**config.mk**
```make
export PLATFORM = sky130hd
export DESIGN_NAME = bright_blob_centroid
export DESIGN_NICKNAME = d
export VERILOG_FILES = /design/src/hdl/bbc_pkg.sv /design/src/hdl/bright_blob_centroid.sv /design/src/hdl/bbc_pixel.sv /design/src/hdl/bbc_norm.sv /design/src/hdl/bbc_ctrl.sv
export SDC_FILE = /design/constraint.sdc
export NUM_CORES = 2
export LEC_CHECK = 0
export ABC_AREA = 1
export BUFFER_PORTS_ARGS = -buffer_cell sky130_fd_sc_hd__clkbuf_2
export CORE_UTILIZATION = 42
export CTS_CLUSTER_SIZE = 12
export DETAILED_ROUTE_END_ITERATION = 12
export HOLD_SLACK_MARGIN = 0.05
export PLACE_DENSITY_LB_ADDON = 0.25
export SYNTH_ARGS = -nofsm -noshare
export SYNTH_HDL_FRONTEND = slang
export SYNTH_SLANG_ARGS = --single-unit
```
**constraint.sdc**
```tcl
create_clock -name clk -period 14.7 [get_ports clk]
set_input_delay 0 -clock clk [delete_from_list [all_inputs] [get_ports clk]]
set_output_delay 0 -clock clk [all_outputs]
set_load 0.01 [all_outputs]
```
**src/hdl/bbc_pkg.sv**
```systemverilog
// Shared types and constants for the bright blob centroid block.
package bbc_pkg;

  localparam int AREA_W = 25;
  localparam int SUM_W  = 36;
  localparam int SIZE_W = 13;
  localparam int THR_W  = 8;
  localparam int RES_W  = 16;
  localparam int DEN_W  = SIZE_W + AREA_W;
  localparam int PROD_W = 22;

  localparam logic [PROD_W-1:0] LUMA_R_COEF = PROD_W'(4899);
  localparam logic [PROD_W-1:0] LUMA_G_COEF = PROD_W'(9617);
  localparam logic [PROD_W-1:0] LUMA_B_COEF = PROD_W'(1868);
  localparam logic [PROD_W:0]   LUMA_ROUND  = (PROD_W+1)'(8192);

  localparam logic [1:0] REG_THRESHOLD  = 2'd0;
  localparam logic [1:0] REG_WIDTH      = 2'd1;
  localparam logic [1:0] REG_HEIGHT     = 2'd2;
  localparam logic [1:0] REG_AREA_FLOOR = 2'd3;

  localparam logic [THR_W-1:0]  RST_THRESHOLD  = THR_W'(200);
  localparam logic [SIZE_W-1:0] RST_WIDTH      = SIZE_W'(640);
  localparam logic [SIZE_W-1:0] RST_HEIGHT     = SIZE_W'(480);
  localparam logic [AREA_W-1:0] RST_AREA_FLOOR = AREA_W'(307);

  typedef struct packed {
    logic load;
    logic diff;
    logic check;
    logic step;
    logic fin;
    logic axis;
    logic out_load;
  } bbc_cmd_t;

  typedef struct packed {
    logic snap_done;
    logic out_free;
  } bbc_sts_t;

endpackage

```
**src/hdl/bright_blob_centroid.sv**
```systemverilog
// Top level of the bright blob centroid block.
//
// Input stream: one BGR pixel per beat in raster order, in_tlast on the last
// pixel of each line, in_tuser on the last pixel of the frame. Pixels are taken
// one per cycle while in_tready is high.
// Result stream: one beat per frame, out_tuser = detected, out_tdata carries the
// Q1.FRACTION_BITS centroid on each axis and the lit pixel count.
// Frame end: after the last pixel is taken, in_tready drops while the pixel
// pipeline drains and the shared restoring divider normalises both axes in
// turn, one quotient bit per cycle. The result then enters the output register
// once that register is free, and in_tready returns.
// A result left waiting holds in the output register; the next frame streams
// in meanwhile and only its own frame end waits for that register to empty.
// Reset (synchronous, rst_n low) clears the counters, sums and output valid
// and loads the register defaults: threshold 200, size 640x480, area floor 307.
// Registers on the APB port: 0x0 threshold, 0x4 width, 0x8 height, 0xC area floor.
module bright_blob_centroid #(
  parameter int COORD_BITS    = 12,
  parameter int FRACTION_BITS = 14
) (
  input  logic        clk,
  input  logic        rst_n,
  input  logic        in_tvalid,
  output logic        in_tready,
  input  logic [23:0] in_tdata,   // blue[7:0], green[15:8], red[23:16]
  input  logic        in_tlast,   // end_of_line
  input  logic        in_tuser,   // end_of_frame
  output logic        out_tvalid,
  input  logic        out_tready,
  output logic [63:0] out_tdata,  // centroid_x[15:0], centroid_y[31:16], lit_count[56:32]
  output logic        out_tuser,  // detected
  input  logic        cfg_psel,
  input  logic        cfg_penable,
  input  logic        cfg_pwrite,
  input  logic [3:0]  cfg_paddr,
  input  logic [31:0] cfg_pwdata,
  output logic [31:0] cfg_prdata,
  output logic        cfg_pready
);
  import bbc_pkg::*;

  logic [THR_W-1:0]  thr_r;
  logic [SIZE_W-1:0] width_r, height_r;
  logic [AREA_W-1:0] area_floor_r;

  logic              accept, cfg_wr;
  bbc_cmd_t          cmd;
  bbc_sts_t          sts;
  logic              snap_done;
  logic [AREA_W-1:0] area_snap;
  logic [SUM_W-1:0]  x_snap, y_snap;
  logic signed [RES_W-1:0] cx, cy;
  logic              det;

  logic              out_valid_r;
  logic              out_det_r;
  logic signed [RES_W-1:0] out_cx_r, out_cy_r;
  logic [AREA_W-1:0] out_cnt_r;

  assign cfg_pready = 1'b1;
  assign cfg_wr     = cfg_psel && cfg_penable && cfg_pwrite && cfg_pready;

  always_ff @(posedge clk) begin
    if (!rst_n) begin
      thr_r        <= RST_THRESHOLD;
      width_r      <= RST_WIDTH;
      height_r     <= RST_HEIGHT;
      area_floor_r <= RST_AREA_FLOOR;
    end else if (cfg_wr) begin
      case (cfg_paddr[3:2])
        REG_THRESHOLD:  thr_r        <= cfg_pwdata[THR_W-1:0];
        REG_WIDTH:      width_r      <= cfg_pwdata[SIZE_W-1:0];
        REG_HEIGHT:     height_r     <= cfg_pwdata[SIZE_W-1:0];
        REG_AREA_FLOOR: area_floor_r <= cfg_pwdata[AREA_W-1:0];
        default: ;
      endcase
    end
  end

  always_comb begin
    case (cfg_paddr[3:2])
      REG_THRESHOLD:  cfg_prdata = 32'(thr_r);
      REG_WIDTH:      cfg_prdata = 32'(width_r);
      REG_HEIGHT:     cfg_prdata = 32'(height_r);
      REG_AREA_FLOOR: cfg_prdata = 32'(area_floor_r);
      default:        cfg_prdata = '0;
    endcase
  end

  assign accept = in_tvalid && in_tready;

  bbc_pixel #(
    .COORD_BITS (COORD_BITS)
  ) u_pixel (
    .clk          (clk),
    .rst_n        (rst_n),
    .accept       (accept),
    .blue         (in_tdata[7:0]),
    .green        (in_tdata[15:8]),
    .red          (in_tdata[23:16]),
    .end_of_line  (in_tlast),
    .end_of_frame (in_tuser),
    .threshold    (thr_r),
    .snap_done    (snap_done),
    .area_snap    (area_snap),
    .x_snap       (x_snap),
    .y_snap       (y_snap)
  );

  assign sts.snap_done = snap_done;
  assign sts.out_free  = !out_valid_r || out_tready;

  bbc_ctrl #(
    .FRACTION_BITS (FRACTION_BITS)
  ) u_ctrl (
    .clk        (clk),
    .rst_n      (rst_n),
    .eof_accept (accept && in_tuser),
    .sts        (sts),
    .in_ready   (in_tready),
    .cmd        (cmd)
  );

  bbc_norm #(
    .FRACTION_BITS (FRACTION_BITS)
  ) u_norm (
    .clk          (clk),
    .cmd          (cmd),
    .x_sum        (x_snap),
    .y_sum        (y_snap),
    .count        (area_snap),
    .frame_width  (width_r),
    .frame_height (height_r),
    .centroid_x   (cx),
    .centroid_y   (cy)
  );

  assign det = (area_snap != '0) && (area_snap >= area_floor_r);

  always_ff @(posedge clk) begin
    if (!rst_n) begin
      out_valid_r <= 1'b0;
    end else if (cmd.out_load) begin
      out_valid_r <= 1'b1;
    end else if (out_tready) begin
      out_valid_r <= 1'b0;
    end
  end

  always_ff @(posedge clk) begin
    if (cmd.out_load) begin
      out_det_r <= det;
      out_cx_r  <= det ? cx : '0;
      out_cy_r  <= det ? cy : '0;
      out_cnt_r <= area_snap;
    end
  end

  assign out_tvalid = out_valid_r;
  assign out_tuser  = out_det_r;
  assign out_tdata  = {7'd0, out_cnt_r, out_cy_r, out_cx_r};

endmodule

```
**src/hdl/bbc_pixel.sv**
```systemverilog
// Pixel pipeline: luma, threshold, lit-pixel moment accumulators and frame snapshot.
module bbc_pixel #(
  parameter int COORD_BITS = 12
) (
  input  logic                        clk,
  input  logic                        rst_n,
  input  logic                        accept,
  input  logic [7:0]                  blue,
  input  logic [7:0]                  green,
  input  logic [7:0]                  red,
  input  logic                        end_of_line,
  input  logic                        end_of_frame,
  input  logic [bbc_pkg::THR_W-1:0]   threshold,
  output logic                        snap_done,
  output logic [bbc_pkg::AREA_W-1:0]  area_snap,
  output logic [bbc_pkg::SUM_W-1:0]   x_snap,
  output logic [bbc_pkg::SUM_W-1:0]   y_snap
);
  import bbc_pkg::*;

  logic [COORD_BITS-1:0] column_r, row_r;

  logic                  v0_r, eof0_r;
  logic [PROD_W-1:0]     pr_r, pg_r, pb_r;
  logic [COORD_BITS-1:0] col0_r, row0_r;

  logic                  v1_r, eof1_r, lit1_r;
  logic [COORD_BITS-1:0] col1_r, row1_r;

  logic [AREA_W-1:0]     area_r, area_nxt;
  logic [SUM_W-1:0]      xs_r, xs_nxt, ys_r, ys_nxt;
  logic [AREA_W-1:0]     area_snap_r;
  logic [SUM_W-1:0]      x_snap_r, y_snap_r;
  logic                  snap_done_r;

  logic [PROD_W:0]       luma_sum;
  logic [7:0]            luma;
  logic [AREA_W:0]       area_inc;
  logic [SUM_W:0]        xs_inc, ys_inc;

  always_ff @(posedge clk) begin
    if (!rst_n) begin
      column_r <= '0;
      row_r    <= '0;
    end else if (accept) begin
      if (end_of_frame) begin
        column_r <= '0;
        row_r    <= '0;
      end else if (end_of_line) begin
        column_r <= '0;
        row_r    <= row_r + 1'b1;
      end else begin
        column_r <= column_r + 1'b1;
      end
    end
  end

  // stage 0: weighted components
  always_ff @(posedge clk) begin
    if (!rst_n) begin
      v0_r <= 1'b0;
    end else begin
      v0_r <= accept;
    end
  end

  always_ff @(posedge clk) begin
    if (accept) begin
      pr_r   <= PROD_W'(red)   * LUMA_R_COEF;
      pg_r   <= PROD_W'(green) * LUMA_G_COEF;
      pb_r   <= PROD_W'(blue)  * LUMA_B_COEF;
      col0_r <= column_r;
      row0_r <= row_r;
      eof0_r <= end_of_frame;
    end
  end

  // stage 1: luma and threshold
  assign luma_sum = (PROD_W+1)'(pr_r) + (PROD_W+1)'(pg_r) + (PROD_W+1)'(pb_r) + LUMA_ROUND;
  assign luma     = luma_sum[21:14];

  always_ff @(posedge clk) begin
    if (!rst_n) begin
      v1_r <= 1'b0;
    end else begin
      v1_r <= v0_r;
    end
  end

  always_ff @(posedge clk) begin
    if (v0_r) begin
      lit1_r <= luma > threshold;
      col1_r <= col0_r;
      row1_r <= row0_r;
      eof1_r <= eof0_r;
    end
  end

  // stage 2: saturating accumulators
  assign area_inc = (AREA_W+1)'(area_r) + (AREA_W+1)'(1);
  assign xs_inc   = (SUM_W+1)'(xs_r) + (SUM_W+1)'(col1_r);
  assign ys_inc   = (SUM_W+1)'(ys_r) + (SUM_W+1)'(row1_r);

  always_comb begin
    area_nxt = area_r;
    xs_nxt   = xs_r;
    ys_nxt   = ys_r;
    if (lit1_r) begin
      area_nxt = area_inc[AREA_W] ? '1 : area_inc[AREA_W-1:0];
      xs_nxt   = xs_inc[SUM_W]    ? '1 : xs_inc[SUM_W-1:0];
      ys_nxt   = ys_inc[SUM_W]    ? '1 : ys_inc[SUM_W-1:0];
    end
  end

  always_ff @(posedge clk) begin
    if (!rst_n) begin
      area_r      <= '0;
      xs_r        <= '0;
      ys_r        <= '0;
      snap_done_r <= 1'b0;
    end else begin
      snap_done_r <= v1_r && eof1_r;
      if (v1_r) begin
        if (eof1_r) begin
          area_r <= '0;
          xs_r   <= '0;
          ys_r   <= '0;
        end else begin
          area_r <= area_nxt;
          xs_r   <= xs_nxt;
          ys_r   <= ys_nxt;
        end
      end
    end
  end

  always_ff @(posedge clk) begin
    if (v1_r && eof1_r) begin
      area_snap_r <= area_nxt;
      x_snap_r    <= xs_nxt;
      y_snap_r    <= ys_nxt;
    end
  end

  assign snap_done = snap_done_r;
  assign area_snap = area_snap_r;
  assign x_snap    = x_snap_r;
  assign y_snap    = y_snap_r;

endmodule

```
**src/hdl/bbc_norm.sv**
```systemverilog
// Centroid normalisation datapath: product, offset, restoring divide and rounding.
module bbc_norm #(
  parameter int FRACTION_BITS = 14
) (
  input  logic                              clk,
  input  bbc_pkg::bbc_cmd_t                 cmd,
  input  logic [bbc_pkg::SUM_W-1:0]         x_sum,
  input  logic [bbc_pkg::SUM_W-1:0]         y_sum,
  input  logic [bbc_pkg::AREA_W-1:0]        count,
  input  logic [bbc_pkg::SIZE_W-1:0]        frame_width,
  input  logic [bbc_pkg::SIZE_W-1:0]        frame_height,
  output logic signed [bbc_pkg::RES_W-1:0]  centroid_x,
  output logic signed [bbc_pkg::RES_W-1:0]  centroid_y
);
  import bbc_pkg::*;

  localparam int QW = FRACTION_BITS + 1;
  localparam logic [QW-1:0] ONE = QW'(1) << FRACTION_BITS;

  logic [DEN_W-1:0]   den_r, mag_r;
  logic [SUM_W:0]     twice_r;
  logic               neg_r, zero_r, sat_r;
  logic [QW-1:0]      quo_r;
  logic signed [RES_W-1:0] cx_r, cy_r;

  logic [SUM_W-1:0]   sum_sel;
  logic [SIZE_W-1:0]  size_sel;
  logic [DEN_W-1:0]   twice_ext;
  logic [DEN_W:0]     rem2, den_ext;
  logic               rem_ge;
  logic [QW:0]        q_inc;
  logic [QW-1:0]      q_mag;
  logic [31:0]        val32;

  assign sum_sel   = cmd.axis ? y_sum : x_sum;
  assign size_sel  = cmd.axis ? frame_height : frame_width;
  assign twice_ext = DEN_W'(twice_r);
  assign rem2      = {mag_r, 1'b0};
  assign den_ext   = {1'b0, den_r};
  assign rem_ge    = rem2 >= den_ext;

  assign q_inc = (QW+1)'(quo_r) + (QW+1)'(1);
  assign q_mag = sat_r ? ONE : q_inc[QW:1];

  always_comb begin
    val32 = 32'(q_mag);
    if (neg_r) begin
      val32 = ~val32 + 32'd1;
    end
    if (zero_r) begin
      val32 = '0;
    end
  end

  always_ff @(posedge clk) begin
    if (cmd.load) begin
      den_r   <= DEN_W'(size_sel) * DEN_W'(count);
      twice_r <= {sum_sel, 1'b0};
      zero_r  <= size_sel == '0;
    end
    if (cmd.diff) begin
      neg_r <= twice_ext < den_r;
      mag_r <= (twice_ext < den_r) ? den_r - twice_ext : twice_ext - den_r;
    end
    if (cmd.check) begin
      sat_r <= mag_r >= den_r;
      quo_r <= '0;
    end
    if (cmd.step && !sat_r) begin
      if (rem_ge) begin
        mag_r <= DEN_W'(rem2 - den_ext);
        quo_r <= {quo_r[QW-2:0], 1'b1};
      end else begin
        mag_r <= rem2[DEN_W-1:0];
        quo_r <= {quo_r[QW-2:0], 1'b0};
      end
    end
    if (cmd.fin) begin
      if (cmd.axis) begin
        cy_r <= val32[RES_W-1:0];
      end else begin
        cx_r <= val32[RES_W-1:0];
      end
    end
  end

  assign centroid_x = cx_r;
  assign centroid_y = cy_r;

endmodule

```
**src/hdl/bbc_ctrl.sv**
```systemverilog
// Controller: input flow control and frame-end normalisation sequence.
module bbc_ctrl #(
  parameter int FRACTION_BITS = 14
) (
  input  logic              clk,
  input  logic              rst_n,
  input  logic              eof_accept,
  input  bbc_pkg::bbc_sts_t sts,
  output logic              in_ready,
  output bbc_pkg::bbc_cmd_t cmd
);
  import bbc_pkg::*;

  localparam int CW = $clog2(FRACTION_BITS + 2);

  localparam logic [2:0] S_IDLE  = 3'd0;
  localparam logic [2:0] S_WAIT  = 3'd1;
  localparam logic [2:0] S_LOAD  = 3'd2;
  localparam logic [2:0] S_DIFF  = 3'd3;
  localparam logic [2:0] S_CHECK = 3'd4;
  localparam logic [2:0] S_STEP  = 3'd5;
  localparam logic [2:0] S_FIN   = 3'd6;
  localparam logic [2:0] S_OUT   = 3'd7;

  logic [2:0]    state_r, state_nxt;
  logic [CW-1:0] cnt_r, cnt_nxt;
  logic          axis_r, axis_nxt;

  always_comb begin
    state_nxt = state_r;
    cnt_nxt   = cnt_r;
    axis_nxt  = axis_r;
    case (state_r)
      S_IDLE: begin
        if (eof_accept) begin
          state_nxt = S_WAIT;
        end
      end
      S_WAIT: begin
        if (sts.snap_done) begin
          axis_nxt  = 1'b0;
          state_nxt = S_LOAD;
        end
      end
      S_LOAD:  state_nxt = S_DIFF;
      S_DIFF:  state_nxt = S_CHECK;
      S_CHECK: begin
        cnt_nxt   = CW'(FRACTION_BITS);
        state_nxt = S_STEP;
      end
      S_STEP: begin
        if (cnt_r == '0) begin
          state_nxt = S_FIN;
        end else begin
          cnt_nxt = cnt_r - 1'b1;
        end
      end
      S_FIN: begin
        if (axis_r) begin
          state_nxt = S_OUT;
        end else begin
          axis_nxt  = 1'b1;
          state_nxt = S_LOAD;
        end
      end
      S_OUT: begin
        if (sts.out_free) begin
          state_nxt = S_IDLE;
        end
      end
      default: state_nxt = S_IDLE;
    endcase
  end

  always_ff @(posedge clk) begin
    if (!rst_n) begin
      state_r <= S_IDLE;
      cnt_r   <= '0;
      axis_r  <= 1'b0;
    end else begin
      state_r <= state_nxt;
      cnt_r   <= cnt_nxt;
      axis_r  <= axis_nxt;
    end
  end

  assign in_ready     = state_r == S_IDLE;
  assign cmd.load     = state_r == S_LOAD;
  assign cmd.diff     = state_r == S_DIFF;
  assign cmd.check    = state_r == S_CHECK;
  assign cmd.step     = state_r == S_STEP;
  assign cmd.fin      = state_r == S_FIN;
  assign cmd.axis     = axis_r;
  assign cmd.out_load = (state_r == S_OUT) && sts.out_free;

endmodule

```
==> results.md <==
* Outcome: complete, no violations
* Placed Area at between 0.05 and 0.06 sq mm
* Core area at about 0.13 sq mm
* Clock skew at between 0.05 and 0.06 ns
* # nets final at roughly 8100
* Final Critical Period at 7.69 ns
* Internal cell power at 5.73 mW
* DR iter-0 viols at about 3200
* Hold Path Origin: in_tdata[7]
* WL/cell at around 18 microns
* CTS Sinks at 620
* Max Fclk at between 100 and 150 MHz
* CP Capture Type: flip-flop
* Worst Hold Class: primary input to flip-flop
* First-pass GRT wire length at around 250000 microns
* Worst VDD drop at 0.138 mV
* Yosys warnings at 0
* Worst skew pair latency at about 0.70 ns
* Final Max Slew Viols at 0
* Psw at 5.34 mW
* Seq/Total Area, Yosys at a little under a third
* Most Frequent Cell on Critical Path: nand2_1
* Register Area at between 0.015 and 0.02 sq mm
* Share of cells above drive strength 1 at 7.06%
* Hold depth at 4
* CP max FO at 22
* Total GRT Usage at 24.2%
* Final worst-path cycle share at between 50% and 60%
* Worst EP required at ~15 ns
* Syn Area/Cell at between 7 and 8 sq um
* Area occupied by multi-input gates at 0.0322 sq mm
* Drt via density at about 5
* IO Pins at 169
* Power Density at 185 mW/mm^2
* RSZ-0062 raised after global routing: no
* Worst slew pin tran at 1.15 ns
* Post-synthesis cell area at between 0.05 and 0.06 sq mm
* Buffers and inverters on the worst path at 6
* TritonCTS clock tree: built
* Post-CTS Setup Inserts at 0
* Worst R2R Start: u_ctrl.axis_r
* Post-synth cell types at between 60 and 70
* Reg-to-reg slack, setup at between 7 and 8 ns
* Startpoint Class: flip-flop
* Synth Register Bits at 620
* Cell count after synthesis at 7044
* Clock Path Buffers at 3
* Final Wtd Congestion at between 0.9 and 1
* Most frequent cells in the layout: 1976 x nand2_1, 1184 x inv_1, 624 x nor2_1
* WS Path Type: flip-flop to flip-flop
* Clock tree root buffer cell: clkbuf_16
* Max-Slew Margin vs Limit at 23.0%
* # resized after CTS at 0
* Clock transition at the registers of the reported paths at 0.06 ns
* Hold Violations, Final at 0
* Die Wd at roughly 360 microns
* Post-route cell area at ~0.060 sq mm
* Worst path arrival time at 8.10 ns
* Area delta synth->final at 10.3%
* Crit. Startpoint: u_ctrl.axis_r
* IO Port Bufs at about 140
* Initial antenna violation count at 1
* Row count at 131
* CTS H-tree lvls at 3
* Chip height at 361 microns
* Critical Path Stages at 24
* Hold buffers post-CTS at 83
* Fillers at approximately 13000
* GRT overflow at 0
* Cts bufs inserted at 75
* Total die area at about 0.13 sq mm
* Clock Power Share at 17.4%
* Hold endpoint: u_pixel.pb_r[18]
* Worst-path cell chain: inv_1 > or2_2 > nand2_1 > clkinv_1 > nand2_1 > fa_1 > inv_1 > fa_1 > fa_1 > fa_1 > inv_1 > fa_1 > inv_1 > ha_1 > a21oi_1 > o21ai_0 > a21oi_1 > o21ai_0 > a21oi_1 > inv_1 > nand2_1 > nand2_1 > nand2_1 > nand2_1
* Part of the power in combinational logic at between 50% and 60%
* Commonest non-fill, non-tap cell in the layout: nand2_1
* TNS Setup at 0 ns
* Sw frac at between 40% and 50%
* HPWL after DPL at 125000 microns
* CP peak stage delay at roughly 0.86 ns
* CP max stage cell: clkinv_1
* # DRC at 0
* Final setup fails at 0
* Vias at approximately 46000
* Initial core utilization at 42.4%
* Worst r2r path cells at 24
* Vias in the first global route at between 40000 and 50000
* Seq pwr share at 23.2%
* Routed wire length at roughly 160000 microns
* DRT antenna net count at 0
* Crit path max-delay family: adder cells
* Largest net degree at the start of global routing at a little over 80
* Pleak at slightly below 30 nW
* Pre-antenna DRT Iters at 6
* Maxcap violations at 0
* FF-to-FF End: u_norm.den_r[34]
-- metal layers --
metal / track usage (%) / part of all wire, % / vias up
met5: 0 / 0 / -
met4: 9.28 / 3.8 / 0
met3: 3.65 / 5.9 / 296
met2: 39.5 / 45 / 1298
met1: 32.2 / 45 / 21500
li1: - / - / 22700
-- cell type report --
cell class | instances | area share, %
antenna | 1 | 0.00418
clock buffer | 94 | 3.37
clock inverter | 43 | 0.892
inverter | 1217 | 7.65
multi-input combinational | 5037 | 53.7
sequential | 620 | 27.9
tap | 1662 | 3.47
timing repair buffer | 259 | 2.99
-- tightest hold or removal path: cells and delay by family --
kind       cells  cell delay, ns
fa+ha+maj      1            0.23
xor+xnor       2            0.27
buf+inv        1            0.18
-- cells by family (layout without fill, tap and decap cells) --
group | Yosys count | count (layout) | synth area share (%)
fa+ha+maj | 802 | 802 | 22.9
flops | 620 | 620 | 30.8
xor+xnor | 161 | 161 | 2.60
buf+inv | 1400 | 1613 | 10.1
compound gates | 763 | 763 | 7.93
other cells | 2 | 16 | 0.0138
simple gates | 3296 | 3296 | 25.7
-- stage by stage --
step	hold WS [ns]	utilization [%]	cells	power, mW	worst slack [ns]
CTS	0.0507	46.8	8932	11.1	7.08
global placement	0.257	44.2	8712	9.05	7.11
floorplan	0.0989	-	7057	7.27	9.04
finish	0.111	46.8	8933	11.1	7.01
detailed placement	0.256	44.2	8712	9.11	7.08
global route	0.100	46.8	8932	12.1	6.67
-- flip-flops by register name (all words and copies together) (netlist names), 15 cells and up --
| register | flops |
|---|---|
| u_pixel.ys_r | 36 |
| out_cx_r | 16 |
| u_pixel.x_snap | 36 |
| u_norm.centroid_x | 16 |
| area_floor_r | 25 |
| out_cnt_r | 25 |
| u_pixel.area_r | 25 |
| u_pixel.area_snap | 25 |
| out_cy_r | 16 |
| u_norm.quo_r | 15 |
| u_pixel.pb_r | 17 |
| u_pixel.y_snap | 36 |
| u_pixel.xs_r | 36 |
| u_norm.mag_r | 38 |
| u_norm.twice_r | 36 |
| u_norm.centroid_y | 16 |
| u_norm.den_r | 38 |
| u_pixel.pr_r | 21 |
| u_pixel.pg_r | 22 |
-- synth_stat cells, drive strengths merged --
cell type | count | area [sq um]
nand2 | 2007 | 7640
inv | 1210 | 4550
nor2 | 657 | 2560
ha | 483 | 6040
a21oi | 435 | 2260
edfxtp | 428 | 12900
nand3 | 338 | 1860
fa | 319 | 6390
o21ai | 193 | 973
dfxtp | 192 | 3840
xor2 | 116 | 1020
clkbuf | 110 | 422
nand4 | 87 | 544
nor3 | 87 | 536
buf | 73 | 470
or2 | 58 | 363
xnor2 | 45 | 394
o211ai | 33 | 288
o21bai | 27 | 203
o21a | 21 | 158
nand3b | 20 | 170
nor4 | 19 | 119
and2 | 15 | 93.8
a21o | 14 | 105
o2111ai | 10 | 87.6
a31oi | 8 | 50.1
clkinv | 7 | 27.5
o221ai | 7 | 61.3
a211oi | 6 | 45.0
and3 | 5 | 31.3
nor3b | 3 | 22.5
a21boi | 2 | 15.0
a22oi | 2 | 15.0
conb | 2 | 7.51
o31ai | 2 | 15.0
a2111oi | 1 | 8.76
o211a | 1 | 10.0
o32a | 1 | 10.0
-- power by group through the flow --
stage          clock network, mW  logic [mW]  registers, mW
2_1_floorplan                  0        4.78           2.49
3_3_place_gp                   0        6.45           2.60
3_5_place_dp                   0        6.51           2.61
4_1_cts                     1.97        6.57           2.57
5_1_grt                     2.03        7.43           2.59
6_report                    1.93        6.57           2.57
-- how the worst max path moves through the flow --
stage / end / slack [ns]
floorplan: u_norm.den_r[29] / 9.04
global placement: u_norm.den_r[34] / 7.11
detailed placement: u_norm.den_r[26] / 7.08
CTS: u_norm.den_r[34] / 7.08
global route: u_norm.den_r[34] / 6.67
finish: u_norm.den_r[34] / 7.01
No activity file was read; power rests on OpenSTA's default activity.
